[src/sv/npct_pkg.sv]
// npct_pkg: shared widths, codes and types of the node phase change table
// used by npct_cell, npct_ctrl and node_phase_change_table
`timescale 1ns / 1ps

package npct_pkg;

  localparam int TABLE_DEPTH = 64;
  localparam int IDX_W = $clog2(TABLE_DEPTH);
  localparam int CNT_W = $clog2(TABLE_DEPTH + 1);

  localparam int OP_W = 2;
  localparam int ID_W = 48;
  localparam int PH_W = 3;
  localparam int STS_W = 4;
  localparam int LIM_W = 5;

  localparam logic [LIM_W-1:0] SCAN_MAX = LIM_W'(20);

  localparam logic [OP_W-1:0] OP_REPORT = 2'd0;
  localparam logic [OP_W-1:0] OP_ACK = 2'd1;
  localparam logic [OP_W-1:0] OP_SCAN = 2'd2;
  localparam logic [OP_W-1:0] OP_NONE = 2'd3;

  localparam logic [STS_W-1:0] STS_UPDATED = 4'd0;
  localparam logic [STS_W-1:0] STS_UNCHANGED = 4'd1;
  localparam logic [STS_W-1:0] STS_INSERTED = 4'd2;
  localparam logic [STS_W-1:0] STS_ZERO_ID = 4'd3;
  localparam logic [STS_W-1:0] STS_FULL = 4'd4;
  localparam logic [STS_W-1:0] STS_ACKED = 4'd5;
  localparam logic [STS_W-1:0] STS_ACK_MISS = 4'd6;
  localparam logic [STS_W-1:0] STS_SCAN_ENTRY = 4'd7;
  localparam logic [STS_W-1:0] STS_SCAN_EMPTY = 4'd8;

  typedef enum logic [1:0] {
    FSM_IDLE,
    FSM_WALK,
    FSM_FINISH
  } fsm_t;

  typedef struct packed {
    logic [ID_W-1:0] id;
    logic [PH_W-1:0] phase;
    logic mark;
  } entry_t;

  typedef struct packed {
    logic shift;
    entry_t tail;
  } ring_ctl_t;

  typedef struct packed {
    fsm_t state;
    logic [CNT_W-1:0] count;
    logic [LIM_W-1:0] found;
    logic [LIM_W-1:0] lim;
  } ctrl_sts_t;

endpackage

[src/sv/node_phase_change_table.sv]
// node_phase_change_table: top level, a ring of npct_cell entries driven by npct_ctrl
// depends on npct_pkg, npct_cell and npct_ctrl
`timescale 1ns / 1ps

// The node table sits in a ring of TABLE_DEPTH cells that rotates one place per
// cycle while an item is at work, unless a scan entry waits on a stalled output;
// the controller edits the entry at the head as it passes to the tail, so every
// item but op code 3 walks the whole ring and leaves the table back in insertion
// order. An item is transferred in, then walks the ring, then gives its final
// result, which waits while the output side stalls a pending result.
// Op code 3 is taken without a ring walk and gives no result. scan_limit may be
// written at any cycle while the block is idle; cfg_ready is always high.

module node_phase_change_table (
  input  logic                              clk,
  input  logic                              rst,
  input  logic                              in_valid,
  output logic                              in_stall,
  input  logic [npct_pkg::OP_W-1:0]         op,
  input  logic [npct_pkg::ID_W-1:0]         node_id,
  input  logic [npct_pkg::PH_W-1:0]         phase,
  input  logic                              cfg_valid,
  output logic                              cfg_ready,
  input  logic [npct_pkg::LIM_W-1:0]        scan_limit,
  output logic                              out_valid,
  input  logic                              out_stall,
  output logic [npct_pkg::STS_W-1:0]        status,
  output logic [npct_pkg::ID_W-1:0]         entry_id,
  output logic [npct_pkg::PH_W-1:0]         entry_phase,
  output logic                              last
);

  npct_pkg::entry_t    cell_q [npct_pkg::TABLE_DEPTH];
  npct_pkg::ring_ctl_t ring;
  npct_pkg::ctrl_sts_t sts;

  npct_ctrl u_ctrl (
    .clk         (clk),
    .rst         (rst),
    .in_valid    (in_valid),
    .in_stall    (in_stall),
    .op          (op),
    .node_id     (node_id),
    .phase       (phase),
    .cfg_valid   (cfg_valid),
    .cfg_ready   (cfg_ready),
    .cfg_data    (scan_limit),
    .out_valid   (out_valid),
    .out_stall   (out_stall),
    .status      (status),
    .entry_id    (entry_id),
    .entry_phase (entry_phase),
    .last        (last),
    .head        (cell_q[0]),
    .ring        (ring),
    .sts         (sts)
  );

  for (genvar i = 0; i < npct_pkg::TABLE_DEPTH; i++) begin : g_cell
    if (i == npct_pkg::TABLE_DEPTH - 1) begin : g_tail
      npct_cell u_cell (
        .clk   (clk),
        .shift (ring.shift),
        .d     (ring.tail),
        .q     (cell_q[i])
      );
    end else begin : g_body
      npct_cell u_cell (
        .clk   (clk),
        .shift (ring.shift),
        .d     (cell_q[i+1]),
        .q     (cell_q[i])
      );
    end
  end

  a_count_bound: assert property (@(posedge clk) disable iff (rst)
    sts.count <= npct_pkg::CNT_W'(npct_pkg::TABLE_DEPTH))
    else $error("entry count beyond table depth");

  a_scan_bound: assert property (@(posedge clk) disable iff (rst)
    (sts.state == npct_pkg::FSM_WALK) |-> (sts.found <= sts.lim))
    else $error("scan found more entries than its limit");

  a_accept_walk: assert property (@(posedge clk) disable iff (rst)
    (in_valid && !in_stall && (op != npct_pkg::OP_NONE)) |=>
    (sts.state == npct_pkg::FSM_WALK))
    else $error("transfer in did not start a ring walk");

  a_scan_id: assert property (@(posedge clk) disable iff (rst)
    (out_valid && (status == npct_pkg::STS_SCAN_ENTRY)) |-> (entry_id != '0))
    else $error("scan entry with zero node id");

endmodule

[src/sv/npct_cell.sv]
// npct_cell: one table entry of the rotating cell ring
// depends on npct_pkg for the entry type
`timescale 1ns / 1ps

module npct_cell (
  input  logic            clk,
  input  logic            shift,
  input  npct_pkg::entry_t d,
  output npct_pkg::entry_t q
);

  always_ff @(posedge clk) begin
    if (shift) begin
      q <= d;
    end
  end

endmodule

[src/sv/npct_ctrl.sv]
// npct_ctrl: sequencer that walks the cell ring, edits the head entry and
// holds the entry count, scan limit register and result register; uses npct_pkg
`timescale 1ns / 1ps

module npct_ctrl (
  input  logic                              clk,
  input  logic                              rst,
  input  logic                              in_valid,
  output logic                              in_stall,
  input  logic [npct_pkg::OP_W-1:0]         op,
  input  logic [npct_pkg::ID_W-1:0]         node_id,
  input  logic [npct_pkg::PH_W-1:0]         phase,
  input  logic                              cfg_valid,
  output logic                              cfg_ready,
  input  logic [npct_pkg::LIM_W-1:0]        cfg_data,
  output logic                              out_valid,
  input  logic                              out_stall,
  output logic [npct_pkg::STS_W-1:0]        status,
  output logic [npct_pkg::ID_W-1:0]         entry_id,
  output logic [npct_pkg::PH_W-1:0]         entry_phase,
  output logic                              last,
  input  npct_pkg::entry_t                  head,
  output npct_pkg::ring_ctl_t               ring,
  output npct_pkg::ctrl_sts_t               sts
);

  npct_pkg::fsm_t state, state_next;

  logic [npct_pkg::OP_W-1:0]  op_r;
  logic [npct_pkg::ID_W-1:0]  id_r;
  logic [npct_pkg::PH_W-1:0]  phase_r;
  logic [npct_pkg::IDX_W-1:0] step;
  logic [npct_pkg::CNT_W-1:0] count;
  logic [npct_pkg::LIM_W-1:0] lim_cfg, lim, found, lim_eff;
  logic                       hit, hit_chg, ins;
  logic                       pend_v;
  logic [npct_pkg::ID_W-1:0]  pend_id;
  logic [npct_pkg::PH_W-1:0]  pend_ph;

  logic                       accept, out_free, head_live, match, do_ins, scan_hit, step_last;
  logic                       shift, emit;
  logic [npct_pkg::STS_W-1:0] emit_status, final_status;
  logic [npct_pkg::ID_W-1:0]  emit_id;
  logic [npct_pkg::PH_W-1:0]  emit_ph;
  logic                       emit_last;

  assign cfg_ready = 1'b1;
  assign accept    = in_valid && !in_stall;
  assign out_free  = !out_valid || !out_stall;
  assign head_live = npct_pkg::CNT_W'(step) < count;
  assign step_last = step == npct_pkg::IDX_W'(npct_pkg::TABLE_DEPTH - 1);
  assign match     = head_live && (head.id == id_r) && !hit &&
                     ((op_r == npct_pkg::OP_REPORT) || (op_r == npct_pkg::OP_ACK));
  assign do_ins    = (op_r == npct_pkg::OP_REPORT) && !hit && !ins && (id_r != '0) &&
                     (npct_pkg::CNT_W'(step) == count);
  assign scan_hit  = (op_r == npct_pkg::OP_SCAN) && head_live && head.mark && (found < lim);

  always_comb begin
    if (lim_cfg == '0) begin
      lim_eff = npct_pkg::LIM_W'(1);
    end else if (lim_cfg > npct_pkg::SCAN_MAX) begin
      lim_eff = npct_pkg::SCAN_MAX;
    end else begin
      lim_eff = lim_cfg;
    end
  end

  // head entry as it leaves for the tail
  always_comb begin
    ring.tail = head;
    if (match && (op_r == npct_pkg::OP_REPORT)) begin
      ring.tail.phase = phase_r;
      if (head.phase != phase_r) begin
        ring.tail.mark = 1'b1;
      end
    end else if (match) begin
      ring.tail.mark = 1'b0;
    end else if (do_ins) begin
      ring.tail.id    = id_r;
      ring.tail.phase = phase_r;
      ring.tail.mark  = phase_r != '0;
    end
  end
  assign ring.shift = shift;

  always_comb begin
    if (op_r == npct_pkg::OP_REPORT) begin
      if (hit) begin
        final_status = hit_chg ? npct_pkg::STS_UPDATED : npct_pkg::STS_UNCHANGED;
      end else if (id_r == '0) begin
        final_status = npct_pkg::STS_ZERO_ID;
      end else begin
        final_status = ins ? npct_pkg::STS_INSERTED : npct_pkg::STS_FULL;
      end
    end else if (op_r == npct_pkg::OP_ACK) begin
      final_status = hit ? npct_pkg::STS_ACKED : npct_pkg::STS_ACK_MISS;
    end else begin
      final_status = pend_v ? npct_pkg::STS_SCAN_ENTRY : npct_pkg::STS_SCAN_EMPTY;
    end
  end

  // next state
  always_comb begin
    state_next = state;
    unique case (state)
      npct_pkg::FSM_IDLE: begin
        if (accept && (op != npct_pkg::OP_NONE)) begin
          state_next = npct_pkg::FSM_WALK;
        end
      end
      npct_pkg::FSM_WALK: begin
        if (shift && step_last) begin
          state_next = npct_pkg::FSM_FINISH;
        end
      end
      npct_pkg::FSM_FINISH: begin
        if (out_free) begin
          state_next = npct_pkg::FSM_IDLE;
        end
      end
      default: state_next = npct_pkg::FSM_IDLE;
    endcase
  end

  // outputs of each state
  always_comb begin
    in_stall    = 1'b1;
    shift       = 1'b0;
    emit        = 1'b0;
    emit_status = final_status;
    emit_id     = '0;
    emit_ph     = '0;
    emit_last   = 1'b1;
    unique case (state)
      npct_pkg::FSM_IDLE: begin
        in_stall = 1'b0;
      end
      npct_pkg::FSM_WALK: begin
        shift       = !(scan_hit && pend_v) || out_free;
        emit        = scan_hit && pend_v && out_free;
        emit_status = npct_pkg::STS_SCAN_ENTRY;
        emit_id     = pend_id;
        emit_ph     = pend_ph;
        emit_last   = 1'b0;
      end
      npct_pkg::FSM_FINISH: begin
        emit = out_free;
        if (pend_v && (op_r == npct_pkg::OP_SCAN)) begin
          emit_id = pend_id;
          emit_ph = pend_ph;
        end
      end
      default: in_stall = 1'b1;
    endcase
  end

  always_ff @(posedge clk) begin
    if (rst) begin
      state     <= npct_pkg::FSM_IDLE;
      count     <= '0;
      lim_cfg   <= npct_pkg::SCAN_MAX;
      out_valid <= 1'b0;
    end else begin
      state <= state_next;
      if (cfg_valid && cfg_ready) begin
        lim_cfg <= cfg_data;
      end
      if (shift && do_ins) begin
        count <= count + 1'b1;
      end
      if (emit) begin
        out_valid <= 1'b1;
      end else if (!out_stall) begin
        out_valid <= 1'b0;
      end
    end
  end

  always_ff @(posedge clk) begin
    if (accept) begin
      op_r    <= op;
      id_r    <= node_id;
      phase_r <= phase;
      lim     <= lim_eff;
      step    <= '0;
      hit     <= 1'b0;
      hit_chg <= 1'b0;
      ins     <= 1'b0;
      found   <= '0;
      pend_v  <= 1'b0;
    end else if (shift) begin
      step <= step + 1'b1;
      if (match) begin
        hit     <= 1'b1;
        hit_chg <= head.phase != phase_r;
      end
      if (do_ins) begin
        ins <= 1'b1;
      end
      if (scan_hit) begin
        pend_v  <= 1'b1;
        pend_id <= head.id;
        pend_ph <= head.phase;
        found   <= found + 1'b1;
      end
    end
    if (emit) begin
      status      <= emit_status;
      entry_id    <= emit_id;
      entry_phase <= emit_ph;
      last        <= emit_last;
    end
  end

  assign sts.state = state;
  assign sts.count = count;
  assign sts.found = found;
  assign sts.lim   = lim;

endmodule

[config.mk]
export PLATFORM = sky130hd
export DESIGN_NAME = node_phase_change_table
export DESIGN_NICKNAME = d
export VERILOG_FILES = /design/src/sv/npct_pkg.sv /design/src/sv/node_phase_change_table.sv /design/src/sv/npct_cell.sv /design/src/sv/npct_ctrl.sv
export SDC_FILE = /design/constraint.sdc
export NUM_CORES = 2
export LEC_CHECK = 0
export ABC_AREA = 1
export CAP_MARGIN = 25
export CORE_AREA = 10 10 533 535
export DETAILED_ROUTE_END_ITERATION = 7
export DIE_AREA = 0 0 543 545
export DONT_BUFFER_PORTS = 1
export GPL_TIMING_DRIVEN = 0
export SYNTH_ARGS = -nofsm -noshare
export SYNTH_HDL_FRONTEND = slang
export SYNTH_SLANG_ARGS = --single-unit
[constraint.sdc]
create_clock -name clk -period 36.1 [get_ports clk]
set_input_delay 3.61 -clock clk [delete_from_list [all_inputs] [get_ports clk]]
set_output_delay 3.61 -clock clk [all_outputs]
set_load 0.1 [all_outputs]
### Word-level counts from Yosys, hierarchy flattened

Index checks and enable logic that the tools add are counted.
W data, S select, Z words.

* flip-flop bits (word level): 3523
* input bits: 63
* output and inout port bits: 59
* logic and storage cells: 300

* add/sub/neg operators: 3
* $lt $le $gt $ge: 3
* equal/unequal tests: 13
* muxes and demuxes: 29
* bitwise gates (word level): 1
* reduce and logical (&&, ||, !) cells: 38

Operator list (count)
* $mux W48: 2
* $pmux W48 S2: 1
* $mux W52: 1
* $mux W51: 1
* $eq A48 B48 Y1: 1
* $logic_not A48 Y1: 1
* $reduce_bool A48 Y1: 1
* $mux W4: 6
* $logic_and A1 B1 Y1: 18
* $mux W1: 8
* $mux W2: 4
* $add A7 B1 Y7 const B: 1
* $eq A6 B7 Y1: 1
* $lt A6 B7 Y1: 1
* $add A6 B1 Y6 const B: 1
* $eq A6 B6 Y1 const B: 1
* $mux W3: 2
* $ne A2 B1 Y1 const B: 3
* $pmux W2 S3: 1
* $pmux W3 S2: 1
* $reduce_and A2 Y1: 3
* $reduce_and A3 Y1: 2
* $add A5 B1 Y5 const B: 1
* $gt A5 B5 Y1 const B: 1
* other kinds (14): 24

### Longest topological paths before layout

* depth after elaboration: 11
* depth in mapped cells: 16
* gate-level depth less buffers: 16

### Modules after synthesis

From an unflattened synthesis, not the netlist that was laid out.

* cells, all modules: 4272
* area, all modules: 109020.8 um^2

By module, submodules not included
* npct_cell: times used 64, cells an instance 52, area an instance 1561.5 um^2
* npct_ctrl: times used 1, cells an instance 944, area an instance 9085.0 um^2

### Worst setup path before layout

Ideal clock, no wire load.

* path type: input port to flip-flop
* from: input port out_stall
* to: register g_cell[0].g_body.u_cell.q[0] in the netlist's numbering (enable)
* library setup time: 1124 ps
* arrival time: 19219 ps
* required time: 34976 ps
* setup slack: 15757 ps
* stages on the path: 6
* path buffers: 1
* cell sequence: nand2_1 -> inv_1 -> nand3_4 -> nand2_4 -> inv_4 -> buf_6

* cells in the longest elaborated chain, start to end: 4

RTL lines
* start, declared: RTL line node_phase_change_table.sv:26 `input logic out_stall,`
* $logic_not A1 Y1: RTL line npct_ctrl.sv:49 `assign out_free = !out_valid || !out_stall;`
* $logic_or A1 B1 Y1: RTL line npct_ctrl.sv:49
* $logic_or A1 B1 Y1: RTL line npct_ctrl.sv:139 `shift = !(scan_hit && pend_v) || out_free;`
* $mux W1: RTL line npct_ctrl.sv:134 `unique case (state)`
* via g_cell[0].g_body.u_cell.shift: RTL line npct_cell.sv:7 `input logic shift,`
* end signal, assigned: RTL line npct_cell.sv:14 `q <= d;`
* end, declared: RTL line npct_cell.sv:9 `output npct_pkg::entry_t q`

The timed path passes the listed nets, and every way through them passes these cells.
A chain may end at the register's enable or synchronous reset.

### Worst setup path in the final report

* from: input port out_stall
* to: register g_cell[44].g_body.u_cell.q[34] in the netlist's numbering (enable)

* cells in the longest elaborated chain, start to end: 4

RTL lines (RTL line)
* $logic_not A1 Y1: npct_ctrl.sv:49
* $logic_or A1 B1 Y1: npct_ctrl.sv:49
* $logic_or A1 B1 Y1: npct_ctrl.sv:139
* $mux W1: npct_ctrl.sv:134
* via g_cell[0].g_body.u_cell.shift: npct_cell.sv:7
* end signal, assigned: npct_cell.sv:14
* end, declared: npct_cell.sv:9

The timed path passes the listed nets, and every way through them passes these cells.

==> results.md <==
* Result of the run: completed
* Number of warnings reported in the yosys synthesis log at 0
* Number of buffers added on ports at 0
* Class of the tightest hold or removal check: reg -> reg
* Horizontal die dimension at 543 µm
* Average cell area after synthesis at 25.71 µm²
* Number of gates resized after CTS at 0
* Clock edge transition at the registers on the reported setup and hold paths at 0.06 ns
* Final clock skew at 0.05222 ns
* Reg2reg end: g_cell[44].g_body.u_cell.q[34]
* TritonCTS clock tree: done
* Tmin final at 11.58 ns
* Power per cell area at 76.93 nW/µm²
* Number of flops mapped to enable cells by yosys at 3493
* Flip-flop and latch count after synthesis at 3523
* Drt first pass iters at 6
* Number of gates on the worst path with buffers counted at 16
* Routed Antenna Nets at 0
* Endpoint class of the critical path: register
* Unique cell type count in the Yosys netlist at 32
* Dominant register cell in the synthesized netlist: edfxtp_1
* Number of violations reported at the end of detailed-routing iteration 0 at 3926
* Start-to-end type of the worst setup path: in -> reg
* Global-route wire length before repair at 239.7 mm
* Family with the most delay on the worst path: buffers and inverters
* Most frequent cells after synthesis: edfxtp_1 (3493), nand2_1 (205), inv_1 (146)
* Routability-driven placement congestion ratio at 0.8709
* Antenna violations before repair at 28
* Delay of the slowest cell on the worst path at 0.68 ns
* Cells after synthesis at 4230
* Type of origin of the critical path: primary input
* Global route overflow at 0
* Fraction of final layout cells sized beyond drive strength 1 at 11.06%
* Logic depth of the worst register-to-register path at 21
* Total Wirelength at 157.5 mm
* Dpl hpwl at 84.25 mm
* Arrival time at the worst endpoint at 12.08 ns
* Setup repair after global routing missed its margin: false
* Worst hold slack after final layout at 0.3857 ns
* Total design power at 9.646 mW
* Mean routed wirelength per cell at 18.48 µm
* Layout overhead on the synthesized area at 15.28%
* Die area at 295900 µm²
* Syn Nets at 4310
* Crit-path cells: nand2_1 -> inv_1 -> nand3_4 -> nand2_4 -> inv_4 -> buf_16 -> buf_16 -> buf_16 -> buf_16 -> buf_16 -> buf_16 -> buf_16 -> buf_16 -> buf_16 -> buf_16 -> buf_16
* GRT Util Overall at 10.43%
* Post-synthesis instance area at 108800 µm²
* End point of the critical path: g_cell[44].g_body.u_cell.q[34]
* Max IR drop VDD at 48.92 µV
* Reg-to-reg startpoint: u_ctrl.count[3]
* Area leader, netlist: edfxtp_1
* Transition time at the pin with the least slew margin at 1.144 ns
* Maximum clock frequency at 86.36 MHz
* Clock root buffer: clkbuf_16
* Top-count cell post-synth: edfxtp_1
* Cell type of the slowest stage on the worst timing path: buf_16
* Proportion of register bits with asynchronous set or reset after synthesis at 0%
* Number of buffers created by CTS at 355
* Vertical die dimension at 545 µm
* Routed vias at 38510
* Top-level I/O count at 122
* Seq/Total Area, Yosys at 96.98%
* Area share of the largest cell type after synthesis at 96.43%
* Aggregate negative setup slack at 0 ns
* Critical path peak fanout at 202
* Maximum number of pins on one net before global-route repair at 205
* Number of remaining DRC errors at 0
* Fin nets at 4694
* Clock Sink Count at 3523
* CP bufs+invs at 13
* Cell row count at 192
* Via count normalized by instance count at 4.519
* Share of the clock period used by the worst path at 32.08%
* Total of max-cap violations at 0
* Initial Util at 39.86%
* Area of the placeable core at 272900 µm²
* Deepest clock path buffer count at 4
* Worst relative slew slack at 22.92%
* CP startpoint: out_stall
* Final number of max-transition violations at 0
* Critical path's most frequent cell: buf_16
* Dominant cells by area after synthesis: edfxtp_1 (96%), nand2_1 (0.71%), dfxtp_1 (0.55%), inv_1 (0.50%), nor2_1 (0.40%)
* Cts hold-fix bufs at 0
* Worst-skew pair later-pin latency at 0.89 ns
* Reg-to-reg slack, setup at 25.96 ns
* Endpoints failing setup at 0
* Count of buffers added by post-CTS timing repair for setup at 0
* Maximum level of the CTS H-tree at 5
* Required time reported for the critical path endpoint at 36.60 ns
* Number of global-route vias before repair at 38720
* Fin. Hold Viols at 0
* Leakage at 37.84 nW
[area by class of cell]
cell class	count	area [µm²]
Fill cell	22180	147500
Sequential cell	3523	105500
Clock buffer	431	9306
Tap cell	3589	4491
Multi-Input combinational cell	538	2636
Clock inverter	223	2066
Timing Repair Buffer	27	663.1
Inverter	148	558.0
Buffer	21	121.4
Antenna cell	22	55.05
[layer usage]
| metal | vias up | GRT usage (%) | share of wire, % |
|---|---|---|---|
| li1 | 17470 | - | - |
| met1 | 19830 | 14.71 | 45 |
| met2 | 795 | 15.05 | 45 |
| met3 | 418 | 2.324 | 4.3 |
| met4 | 0 | 5.921 | 5.5 |
| met5 | - | 0 | 0 |
[stage by stage]
| step | area [µm²] | std cells | utilization, % | worst slack [ns] |
|---|---|---|---|---|
| after CTS | 125300 | 8500 | 45.93 | 24.18 |
| after floorplan | 108800 | 4230 | - | 15.76 |
| after global routing | 125400 | 8514 | 45.94 | 23.43 |
| after detailed placement | 114000 | 7846 | 41.76 | 23.15 |
| after global placement | 113300 | 7819 | 41.50 | 10.03 |
| final | 125400 | 8522 | 45.95 | 24.52 |
[worst min path at each step]
| stage | from | to | slack [ns] | cells past startpoint |
|---|---|---|---|---|
| final | g_cell[53].g_body.u_cell.q[45] | g_cell[52].g_body.u_cell.q[45] | 0.39 | 0 |
| after global routing | g_cell[27].g_body.u_cell.q[10] | g_cell[26].g_body.u_cell.q[10] | 0.39 | 0 |
| after CTS | g_cell[24].g_body.u_cell.q[23] | g_cell[23].g_body.u_cell.q[23] | 0.38 | 0 |
| after detailed placement | g_cell[1].g_body.u_cell.q[9] | g_cell[0].g_body.u_cell.q[9] | 0.40 | 0 |
| after global placement | g_cell[63].g_tail.u_cell.q[18] | g_cell[62].g_body.u_cell.q[18] | 0.40 | 0 |
| after floorplan | g_cell[1].g_body.u_cell.q[0] | g_cell[0].g_body.u_cell.q[0] | 0.40 | 0 |
[flip-flops by register name, summed over array words and instances (netlist names), 2 cells and up]
signal                  flops
g_cell.g_tail.u_cell.q     52
u_ctrl.entry_phase          3
u_ctrl.found                5
u_ctrl.lim                  5
u_ctrl.status               4
u_ctrl.step                 6
u_ctrl.op_r                 2
u_ctrl.entry_id            48
u_ctrl.pend_id             48
u_ctrl.state                2
u_ctrl.lim_cfg              5
u_ctrl.count                7
u_ctrl.id_r                48
u_ctrl.pend_ph              3
u_ctrl.phase_r              3
g_cell.g_body.u_cell.q   3276
[cell usage in the layout, fill, tap and decap left out, types with 10 or more instances in the layout]
cell type   Yosys  layout
inv_6           0      10
xor2_1         14      14
bufinv_16       0      30
clkinvlp_4      0      14
ha_1           17      17
nand2_1       205     205
dfxtp_1        30      30
o21ai_0        60      60
clkinv_2        0      58
nand3_1        36      36
inv_1         146     146
edfxtp_1     3493    3493
nor2_1        116     114
clkbuf_16       0     361
clkinv_1        0      92
nor3_1         10      10
buf_16          0      20
diode_2         0      22
a21oi_1        29      29
clkbuf_1       12      80
xnor2_1        21      21
[cells by family after synthesis]
| logic type | Yosys count | share of synthesized area [%] |
|---|---|---|
| AOI/OAI and AO/OA | 97 | 0.4532 |
| xor gates and xnor gates | 35 | 0.2818 |
| adders and majority gates | 17 | 0.1955 |
| buffers and inverters | 169 | 0.6062 |
| DFF | 3523 | 96.98 |
| other | 1 | 0.003448 |
| and+or+nand+nor | 388 | 1.476 |
[report_power, final]
part / internal, mW / switching, mW
sequential: 5.40 / 0.147
clock: 2.06 / 1.50
combinational: 0.0577 / 0.478
No activity file was read; power rests on OpenSTA's default activity.
